$ cat src/design/hsl_pkg.sv
// hsl_pkg: widths, constants and inter-stage types for the HSL to RGB565 converter.
// Used by hsl_front, hsl_mix, hsl_scale and hsl_to_rgb565_top. No dependencies.

package hsl_pkg;

    localparam int HUE_W   = 9;
    localparam int CH_W    = 8;
    localparam int PROD_W  = 16;  // a * s
    localparam int TRI_W   = 6;   // distance inside sector, 0..60
    localparam int UNIT_W  = 23;  // channel value in units of 1/7803000
    localparam int RECIP_W = 25;
    localparam int WIDE_W  = UNIT_W + RECIP_W;
    localparam int RECIP_SHIFT = 39;
    localparam int PACK_W  = 16;
    localparam int NUM_CH  = 3;

    localparam logic [HUE_W-1:0] HUE_FULL  = 9'd360;
    localparam logic [HUE_W-1:0] HUE_S1    = 9'd60;
    localparam logic [HUE_W-1:0] HUE_S2    = 9'd120;
    localparam logic [HUE_W-1:0] HUE_S3    = 9'd180;
    localparam logic [HUE_W-1:0] HUE_S4    = 9'd240;
    localparam logic [HUE_W-1:0] HUE_S5    = 9'd300;
    localparam logic [HUE_W-1:0] LIGHT_MID = 9'd255;

    localparam logic [UNIT_W-1:0] CHROMA_MUL = 23'd120;
    localparam logic [UNIT_W-1:0] OFFSET_MUL = 23'd60;
    localparam logic [UNIT_W-1:0] LIGHT_MUL  = 23'd30600;
    // ceil(2^39 / 30600): exact floor division for every value below 2^23
    localparam logic [RECIP_W-1:0] RECIP     = 25'd17965877;

    localparam logic [CH_W-1:0] LEVEL_MAX = 8'd255;

    // hue sectors
    localparam logic [2:0] SEC_RED_YEL = 3'd0;
    localparam logic [2:0] SEC_YEL_GRN = 3'd1;
    localparam logic [2:0] SEC_GRN_CYN = 3'd2;
    localparam logic [2:0] SEC_CYN_BLU = 3'd3;
    localparam logic [2:0] SEC_BLU_MAG = 3'd4;
    localparam logic [2:0] SEC_MAG_RED = 3'd5;

    // channel lanes
    localparam int CH_R = 0;
    localparam int CH_G = 1;
    localparam int CH_B = 2;

    typedef logic [UNIT_W-1:0] t_unit;

    typedef struct packed {
        logic [2:0]        sector;
        logic [TRI_W-1:0]  tri_pos;
        logic [PROD_W-1:0] as_prod;
        logic [CH_W-1:0]   light;
    } t_front;

    typedef struct packed {
        logic [NUM_CH-1:0][UNIT_W-1:0] n;
    } t_mix;

endpackage

$ cat src/design/hsl_front.sv
// hsl_front: hue wrap, lightness fold, sector/triangle decode and a*s product.
// Two register stages. Depends on hsl_pkg.

module hsl_front (
    input  logic                          i_clk,
    input  logic                          i_rst_n,
    input  logic                          i_valid,
    input  logic [hsl_pkg::HUE_W-1:0]     i_hue_deg,
    input  logic [hsl_pkg::CH_W-1:0]      i_saturation,
    input  logic [hsl_pkg::CH_W-1:0]      i_lightness,
    output logic                          o_valid,
    output hsl_pkg::t_front               o_front
);

    logic                       r_v1;
    logic [hsl_pkg::HUE_W-1:0]  r_h1;
    logic [hsl_pkg::CH_W-1:0]   r_a1;
    logic [hsl_pkg::CH_W-1:0]   r_s1;
    logic [hsl_pkg::CH_W-1:0]   r_l1;

    logic [hsl_pkg::HUE_W-1:0]  n_h1;
    logic [hsl_pkg::HUE_W-1:0]  twol;
    logic [hsl_pkg::HUE_W-1:0]  fold_dist;
    logic [hsl_pkg::CH_W-1:0]   n_a1;

    logic                       r_v2;
    hsl_pkg::t_front            r_f2;
    hsl_pkg::t_front            n_f2;
    logic [hsl_pkg::HUE_W-1:0]  tri_full;

    // stage 1: wrap hue into 0..359, A = 255 - |2L - 255|
    always_comb begin
        n_h1 = (i_hue_deg >= hsl_pkg::HUE_FULL) ? i_hue_deg - hsl_pkg::HUE_FULL : i_hue_deg;
        twol = {i_lightness, 1'b0};
        fold_dist = (twol >= hsl_pkg::LIGHT_MID) ? twol - hsl_pkg::LIGHT_MID
                                                 : hsl_pkg::LIGHT_MID - twol;
        n_a1 = hsl_pkg::LEVEL_MAX - fold_dist[hsl_pkg::CH_W-1:0];
    end

    always_ff @(posedge i_clk) begin
        if (!i_rst_n) begin
            r_v1 <= 1'b0;
        end else begin
            r_v1 <= i_valid;
        end
    end

    always_ff @(posedge i_clk) begin
        r_h1 <= n_h1;
        r_a1 <= n_a1;
        r_s1 <= i_saturation;
        r_l1 <= i_lightness;
    end

    // stage 2: sector and distance to nearest multiple of 120 degrees, product a*s
    always_comb begin
        if (r_h1 < hsl_pkg::HUE_S1) begin
            n_f2.sector = hsl_pkg::SEC_RED_YEL;
            tri_full    = r_h1;
        end else if (r_h1 < hsl_pkg::HUE_S2) begin
            n_f2.sector = hsl_pkg::SEC_YEL_GRN;
            tri_full    = hsl_pkg::HUE_S2 - r_h1;
        end else if (r_h1 < hsl_pkg::HUE_S3) begin
            n_f2.sector = hsl_pkg::SEC_GRN_CYN;
            tri_full    = r_h1 - hsl_pkg::HUE_S2;
        end else if (r_h1 < hsl_pkg::HUE_S4) begin
            n_f2.sector = hsl_pkg::SEC_CYN_BLU;
            tri_full    = hsl_pkg::HUE_S4 - r_h1;
        end else if (r_h1 < hsl_pkg::HUE_S5) begin
            n_f2.sector = hsl_pkg::SEC_BLU_MAG;
            tri_full    = r_h1 - hsl_pkg::HUE_S4;
        end else begin
            n_f2.sector = hsl_pkg::SEC_MAG_RED;
            tri_full    = hsl_pkg::HUE_FULL - r_h1;
        end
        n_f2.tri_pos = tri_full[hsl_pkg::TRI_W-1:0];
        n_f2.as_prod = hsl_pkg::PROD_W'(r_a1) * hsl_pkg::PROD_W'(r_s1);
        n_f2.light   = r_l1;
    end

    always_ff @(posedge i_clk) begin
        if (!i_rst_n) begin
            r_v2 <= 1'b0;
        end else begin
            r_v2 <= r_v1;
        end
    end

    always_ff @(posedge i_clk) begin
        r_f2 <= n_f2;
    end

    assign o_valid = r_v2;
    assign o_front = r_f2;

endmodule

$ cat src/design/hsl_mix.sv
// hsl_mix: chroma, secondary and offset products, then sector routing and offset add.
// Two register stages. Depends on hsl_pkg.

module hsl_mix (
    input  logic            i_clk,
    input  logic            i_rst_n,
    input  logic            i_valid,
    input  hsl_pkg::t_front i_front,
    output logic            o_valid,
    output hsl_pkg::t_mix   o_mix
);

    logic                r_v3;
    hsl_pkg::t_unit      r_c3;
    hsl_pkg::t_unit      r_x3;
    hsl_pkg::t_unit      r_lm3;
    hsl_pkg::t_unit      r_pm3;
    logic [2:0]          r_sec3;

    logic                r_v4;
    hsl_pkg::t_mix       r_m4;
    hsl_pkg::t_mix       n_m4;
    hsl_pkg::t_unit      moff;
    hsl_pkg::t_unit      comp_r;
    hsl_pkg::t_unit      comp_g;
    hsl_pkg::t_unit      comp_b;

    always_ff @(posedge i_clk) begin
        if (!i_rst_n) begin
            r_v3 <= 1'b0;
            r_v4 <= 1'b0;
        end else begin
            r_v3 <= i_valid;
            r_v4 <= r_v3;
        end
    end

    // stage 3: C = p*120, X = p*2*tri, L term and half-chroma term
    always_ff @(posedge i_clk) begin
        r_c3   <= hsl_pkg::UNIT_W'(i_front.as_prod) * hsl_pkg::CHROMA_MUL;
        r_x3   <= hsl_pkg::UNIT_W'(i_front.as_prod)
                  * hsl_pkg::UNIT_W'({i_front.tri_pos, 1'b0});
        r_lm3  <= hsl_pkg::UNIT_W'(i_front.light) * hsl_pkg::LIGHT_MUL;
        r_pm3  <= hsl_pkg::UNIT_W'(i_front.as_prod) * hsl_pkg::OFFSET_MUL;
        r_sec3 <= i_front.sector;
    end

    // stage 4: route C and X by sector, add m (never negative since A <= 2L)
    always_comb begin
        moff   = r_lm3 - r_pm3;
        comp_r = '0;
        comp_g = '0;
        comp_b = '0;
        case (r_sec3)
            hsl_pkg::SEC_RED_YEL: begin
                comp_r = r_c3;
                comp_g = r_x3;
            end
            hsl_pkg::SEC_YEL_GRN: begin
                comp_r = r_x3;
                comp_g = r_c3;
            end
            hsl_pkg::SEC_GRN_CYN: begin
                comp_g = r_c3;
                comp_b = r_x3;
            end
            hsl_pkg::SEC_CYN_BLU: begin
                comp_g = r_x3;
                comp_b = r_c3;
            end
            hsl_pkg::SEC_BLU_MAG: begin
                comp_r = r_x3;
                comp_b = r_c3;
            end
            default: begin
                comp_r = r_c3;
                comp_b = r_x3;
            end
        endcase
        n_m4.n[hsl_pkg::CH_R] = comp_r + moff;
        n_m4.n[hsl_pkg::CH_G] = comp_g + moff;
        n_m4.n[hsl_pkg::CH_B] = comp_b + moff;
    end

    always_ff @(posedge i_clk) begin
        r_m4 <= n_m4;
    end

    assign o_valid = r_v4;
    assign o_mix   = r_m4;

endmodule

$ cat src/design/hsl_scale.sv
// hsl_scale: divide each channel by 30600 through a reciprocal multiply, clamp, pack 565.
// Two register stages, output registers included. Depends on hsl_pkg.

module hsl_scale (
    input  logic                         i_clk,
    input  logic                         i_rst_n,
    input  logic                         i_valid,
    input  hsl_pkg::t_mix                i_mix,
    output logic                         o_valid,
    output logic [hsl_pkg::CH_W-1:0]     o_red_level,
    output logic [hsl_pkg::CH_W-1:0]     o_green_level,
    output logic [hsl_pkg::CH_W-1:0]     o_blue_level,
    output logic [hsl_pkg::PACK_W-1:0]   o_packed_565
);

    logic                                          r_v5;
    logic [hsl_pkg::NUM_CH-1:0][hsl_pkg::WIDE_W-1:0] r_pr5;

    logic                                          r_v6;
    logic [hsl_pkg::NUM_CH-1:0][hsl_pkg::CH_W-1:0] r_lvl6;
    logic [hsl_pkg::NUM_CH-1:0][hsl_pkg::CH_W-1:0] n_lvl6;
    logic [hsl_pkg::NUM_CH-1:0][hsl_pkg::WIDE_W-hsl_pkg::RECIP_SHIFT-1:0] quot;

    always_ff @(posedge i_clk) begin
        if (!i_rst_n) begin
            r_v5 <= 1'b0;
            r_v6 <= 1'b0;
        end else begin
            r_v5 <= i_valid;
            r_v6 <= r_v5;
        end
    end

    // stage 5: n * ceil(2^39/30600)
    always_ff @(posedge i_clk) begin
        for (int k = 0; k < hsl_pkg::NUM_CH; k++) begin
            r_pr5[k] <= hsl_pkg::WIDE_W'(i_mix.n[k]) * hsl_pkg::WIDE_W'(hsl_pkg::RECIP);
        end
    end

    // stage 6: drop the fraction, clamp to 8 bits
    always_comb begin
        for (int k = 0; k < hsl_pkg::NUM_CH; k++) begin
            quot[k]   = r_pr5[k][hsl_pkg::WIDE_W-1:hsl_pkg::RECIP_SHIFT];
            n_lvl6[k] = (quot[k] > (hsl_pkg::WIDE_W - hsl_pkg::RECIP_SHIFT)'(hsl_pkg::LEVEL_MAX))
                        ? hsl_pkg::LEVEL_MAX : quot[k][hsl_pkg::CH_W-1:0];
        end
    end

    always_ff @(posedge i_clk) begin
        r_lvl6 <= n_lvl6;
    end

    assign o_valid       = r_v6;
    assign o_red_level   = r_lvl6[hsl_pkg::CH_R];
    assign o_green_level = r_lvl6[hsl_pkg::CH_G];
    assign o_blue_level  = r_lvl6[hsl_pkg::CH_B];
    assign o_packed_565  = {r_lvl6[hsl_pkg::CH_R][7:3],
                            r_lvl6[hsl_pkg::CH_G][7:2],
                            r_lvl6[hsl_pkg::CH_B][7:3]};

endmodule

$ cat src/design/hsl_to_rgb565_top.sv
// hsl_to_rgb565_top: HSL to RGB888 / RGB565 converter, six-stage pipeline.
// Instantiates hsl_front, hsl_mix, hsl_scale; depends on hsl_pkg.
//
//  channel   handshake            payload
//  -------   ------------------   ---------------------------------------------
//  input     start & !busy        i_hue_deg[8:0], i_saturation[7:0], i_lightness[7:0]
//  result    o_done (one cycle)   o_red_level, o_green_level, o_blue_level,
//                                 o_packed_565[15:0]
//
//  One beat is accepted every cycle; busy is held low.
//  An accepted beat reaches the result ports, with o_done high, through six
//  register stages: hue/lightness fold, a*s, chroma products, sector add,
//  reciprocal multiply, clamp and pack.
//  Synchronous active-low reset clears the valid bits only; no result is
//  lost since the receiver takes every beat as it appears.

module hsl_to_rgb565_top (
    input  logic                          i_clk,
    input  logic                          i_rst_n,
    input  logic                          start,
    output logic                          busy,
    input  logic [hsl_pkg::HUE_W-1:0]     i_hue_deg,
    input  logic [hsl_pkg::CH_W-1:0]      i_saturation,
    input  logic [hsl_pkg::CH_W-1:0]      i_lightness,
    output logic                          o_done,
    output logic [hsl_pkg::CH_W-1:0]      o_red_level,
    output logic [hsl_pkg::CH_W-1:0]      o_green_level,
    output logic [hsl_pkg::CH_W-1:0]      o_blue_level,
    output logic [hsl_pkg::PACK_W-1:0]    o_packed_565
);

    logic            in_beat;
    logic            front_valid;
    hsl_pkg::t_front front_data;
    logic            mix_valid;
    hsl_pkg::t_mix   mix_data;

    assign busy    = 1'b0;
    assign in_beat = start & ~busy;

    hsl_front u_front (
        .i_clk        (i_clk),
        .i_rst_n      (i_rst_n),
        .i_valid      (in_beat),
        .i_hue_deg    (i_hue_deg),
        .i_saturation (i_saturation),
        .i_lightness  (i_lightness),
        .o_valid      (front_valid),
        .o_front      (front_data)
    );

    hsl_mix u_mix (
        .i_clk   (i_clk),
        .i_rst_n (i_rst_n),
        .i_valid (front_valid),
        .i_front (front_data),
        .o_valid (mix_valid),
        .o_mix   (mix_data)
    );

    hsl_scale u_scale (
        .i_clk         (i_clk),
        .i_rst_n       (i_rst_n),
        .i_valid       (mix_valid),
        .i_mix         (mix_data),
        .o_valid       (o_done),
        .o_red_level   (o_red_level),
        .o_green_level (o_green_level),
        .o_blue_level  (o_blue_level),
        .o_packed_565  (o_packed_565)
    );

endmodule
$ cat config.mk
export PLATFORM = sky130hd
export DESIGN_NAME = hsl_to_rgb565_top
export DESIGN_NICKNAME = d
export VERILOG_FILES = /design/src/design/hsl_pkg.sv /design/src/design/hsl_front.sv /design/src/design/hsl_mix.sv /design/src/design/hsl_scale.sv /design/src/design/hsl_to_rgb565_top.sv
export SDC_FILE = /design/constraint.sdc
export NUM_CORES = 2
export LEC_CHECK = 0
export ABC_AREA = 1
export BUFFER_PORTS_ARGS = -buffer_cell sky130_fd_sc_hd__buf_2
export CAP_MARGIN = 10
export CORE_UTILIZATION = 50
export DETAILED_ROUTE_END_ITERATION = 10
export GPL_TIMING_DRIVEN = 0
export PLACE_DENSITY = 0.7
export REMOVE_ABC_BUFFERS = 1
export SETUP_SLACK_MARGIN = 0.2
export SLEW_MARGIN = 0
export SYNTH_ARGS = -nofsm -noshare
export SYNTH_HDL_FRONTEND = slang
export SYNTH_SLANG_ARGS = --single-unit
$ cat constraint.sdc
create_clock -name i_clk -period 4.9 [get_ports i_clk]
set_input_delay 0.49 -clock i_clk [delete_from_list [all_inputs] [get_ports i_clk]]
set_output_delay 0.49 -clock i_clk [all_outputs]
set_load 0.05 [all_outputs]
==> results_dict.tcl <==
set metrics [dict create \
    port_buffers 68 \
    syn_area_per_cell_um2 8.17 \
    crit_path_start_kind "flop" \
    cap_violations 0 \
    synthDistinctLibCells 49 \
    async_flop_share_pct 0 \
    grt_overflow 0 \
    ioPinCount 70 \
    synth-seq-area-share_pct 11.9 \
    drt_first_pass_iters 6 \
    finalCriticalPeriod_ps 5090 \
    ys.flop_type "dfxtp_1" \
    worstPathArrival_ps 5560 \
    regArea_um2 5130 \
    hp-class "in2reg" \
    hold_viol 0 \
    coreArea_um2 82200 \
    synth_edf_count 0 \
    violations "negative setup slack" \
    multiInputGateArea_um2 33400 \
    clock.fmax_mhz 197 \
    floorplan.initialDensity_pct 50.6 \
    drc 0 \
    worst_clock_skew_ps 42.6 \
    setup_viol 24 \
    vias 32900 \
    finalWorstSetupSlack_ps -186 \
    tritoncts "yes" \
    ys.warnings.count 0 \
    antenna_cells 0 \
    slew_viol_final 0 \
    rsz0062_at_grt "yes" \
    area_growth_pct 11.1 \
    fp.dieW_um 290 \
    die_area_um2 84400 \
    routedWlPerCell_um 15.6 \
    die_y_um 290 \
    grt_pass1_wl_mm 167 \
    drt_iter0_markers 1652 \
    slew_headroom_pct 25.8 \
    n_fill_cell 7503 \
    gp_congestion 0.978 \
    grtUsageTotal_pct 24.0 \
    synth_seq_cells 247 \
    grt_max_degree 23 \
    crit_fanout 4 \
    drt-total-wl_mm 98.2 \
    grt_pass1_vias 34200 \
    clk_pin_slew_ps 60 \
    synth_area_um2 41600 \
    status "complete, but fails checks" \
    fin_nets 6641 \
    post-place-cells 6190 \
    synthCells 5091 \
    cts-root-buf "clkbuf_16" \
    cp-end-kind "flop" \
    antenna_found_initial 0 \
    htree_levels 2 \
    cts_buffers 34 \
    period_share_pct 104 \
    num_rows 105 \
    worstSetupPathType "reg2reg" \
    fin_cells 6313 \
    cts_buffer_depth 3 \
    cts_sinks 247 \
    tightest_slew_ps 1110 \
    drive_gt1_share_pct 10.6 \
    ant_nets 0 \
    drt-vias-per-instance 5.21 \
    dp_hpwl_mm 81.6 \
    clk-insertion-delay-late_ps 580 \
    cp_data_required_time_ps 5370 \
]
cells in the mapped netlist, drive strengths merged (2+ instances only):
cell	instances	area share (%)
xnor2	39	0.82
or2	31	0.47
dfxtp	247	12
a211oi	6	0.11
nor2	318	2.9
buf	19	0.33
nand3b	4	0.10
nand4	59	0.89
o22ai	57	0.86
nor3	50	0.63
nand2	915	8.3
a21o	37	0.67
xor2	96	2.0
a21boi	11	0.22
o31ai	2	0.036
fa	503	24
o21ai	144	1.8
o211ai	4	0.072
and2	2	0.030
nor4	16	0.30
inv	1149	10
clkbuf	21	0.19
a31oi	14	0.21
a21oi	250	3.0
o21a	9	0.16
nor3b	2	0.036
ha	891	27
o21bai	30	0.54
nand3	161	2.0
per-stage QoR:
stage	util [%]	hold WS, ps	setup slack (ps)	setup TNS, ps	instance area (µm²)
global route	56.2	16.8	-410	-7850	46200
CTS	55.6	2.31	-183	-1870	45700
detailed placement	52.4	312	-1170	-20830	43100
global placement	52.4	311	-1130	-19820	43100
floorplan	-	310	-343	-4320	41400
finish	56.2	36.4	-186	-2710	46200
registers in the layout, summed over array words and instances, names as in the netlist, 3 cells and up:
name / cells
u_front.r_h1: 9
u_scale.o_red_level: 8
u_mix.r_c3: 19
u_mix.r_lm3: 20
u_mix.r_x3: 21
u_front.r_a1: 7
u_mix.o_mix: 63
u_scale.o_blue_level: 8
u_mix.r_sec3: 3
u_front.r_l1: 8
u_front.o_front: 32
u_scale.o_green_level: 8
u_front.r_s1: 8
u_scale.quot: 27
cells by family (layout without fill, tap and decap cells):
kind of cell / after synthesis / count (layout) / share of synthesized area [%]
XOR/XNOR: 135 / 135 / 2.84
AND/OR/NAND/NOR: 1559 / 1559 / 15.7
flip-flops: 247 / 247 / 11.9
buffers and inverters: 1189 / 1341 / 10.9
AO/OA/AOI/OAI: 566 / 566 / 7.72
other: 1 / 1 / 0.00901
adder cells (fa/ha/maj): 1394 / 1394 / 51.0
worst max-delay path, stage by stage, from the launching register on:
cell and delay [ps]:
dfxtp_4 400, inv_4 40, ha_4 230, fa_1 450, fa_1 510, inv_2 40
fa_1 490, inv_1 50, fa_1 520, inv_1 50, fa_1 490, inv_2 40
fa_1 520, inv_2 50, ha_4 230, a21oi_4 140, nor2_1 50, nor2_1 130
nor2_1 50, nor2_1 110, o21ai_1 80, nand2_1 110, nand2_1 60, nand2_1 60
nand2_1 40
layout make-up:
cell class | instances | share of cell area (%)
tap | 1070 | 2.90
inverter | 1149 | 9.38
multi-input combinational | 3655 | 72.2
clock buffer | 36 | 1.90
sequential | 247 | 11.1
timing repair buffer | 132 | 1.85
clock inverter | 24 | 0.723
repair_timing:
| item | 4_1_cts | 5_1_grt |
|---|---|---|
| resized for setup | 298 | 122 |
| buffers inserted | 47 | 8 |
| endpoints found under the hold margin | 8 | 0 |
| hold buffers | 8 | 0 |
| pin swaps | 78 | 55 |
| setup endpoints to repair | 27 | 27 |
final timing paths:
kind | startpoint | end | slack, ps | depth (start not counted)
min | i_hue_deg[1] | u_front.r_h1[1] | 40 | 1
max | u_mix.o_mix[6] | u_scale.quot[7] | -190 | 24
min reg2reg | u_front.r_l1[0] | u_front.o_front[0] | 320 | 0
max reg2reg | u_mix.o_mix[6] | u_scale.quot[7] | -190 | 24
routing by layer:
metal  track usage (%)  up-vias  part of all wire (%)
met3              2.85      176                   4.4
met1              31.3    15600                    45
met5                 0        -                     0
li1                  -    16400                     -
met4              6.30        0                   2.7
met2              42.1      711                    48
cells in the final DEF, fill, tap and decap left out, types with 9 or more instances in the layout:
cell       instances
inv_2             27
fa_1             499
xnor2_1           39
dfxtp_2           15
buf_2             68
clkbuf_16         34
or2_2             30
o21bai_1          29
dfxtp_4           44
nand3_2           11
nor3_1            33
nand3_1          150
ha_1             853
nand2_2           67
a21o_1            37
a21oi_2           22
a31oi_1           13
buf_4             52
dfxtp_1          188
o21ai_2           17
o21ai_0           99
xor2_1            96
nor2_1           282
o21a_1             9
nand4_1           59
nand2_1          839
ha_4              36
inv_1           1114
o21ai_1           27
a21oi_1          223
o22ai_1           57
nor2_2            28
nor3_2            15
Power is left out: the tool's default activity adds up to more than one toggle a clock period on the data nets, which glitch-free logic cannot reach.
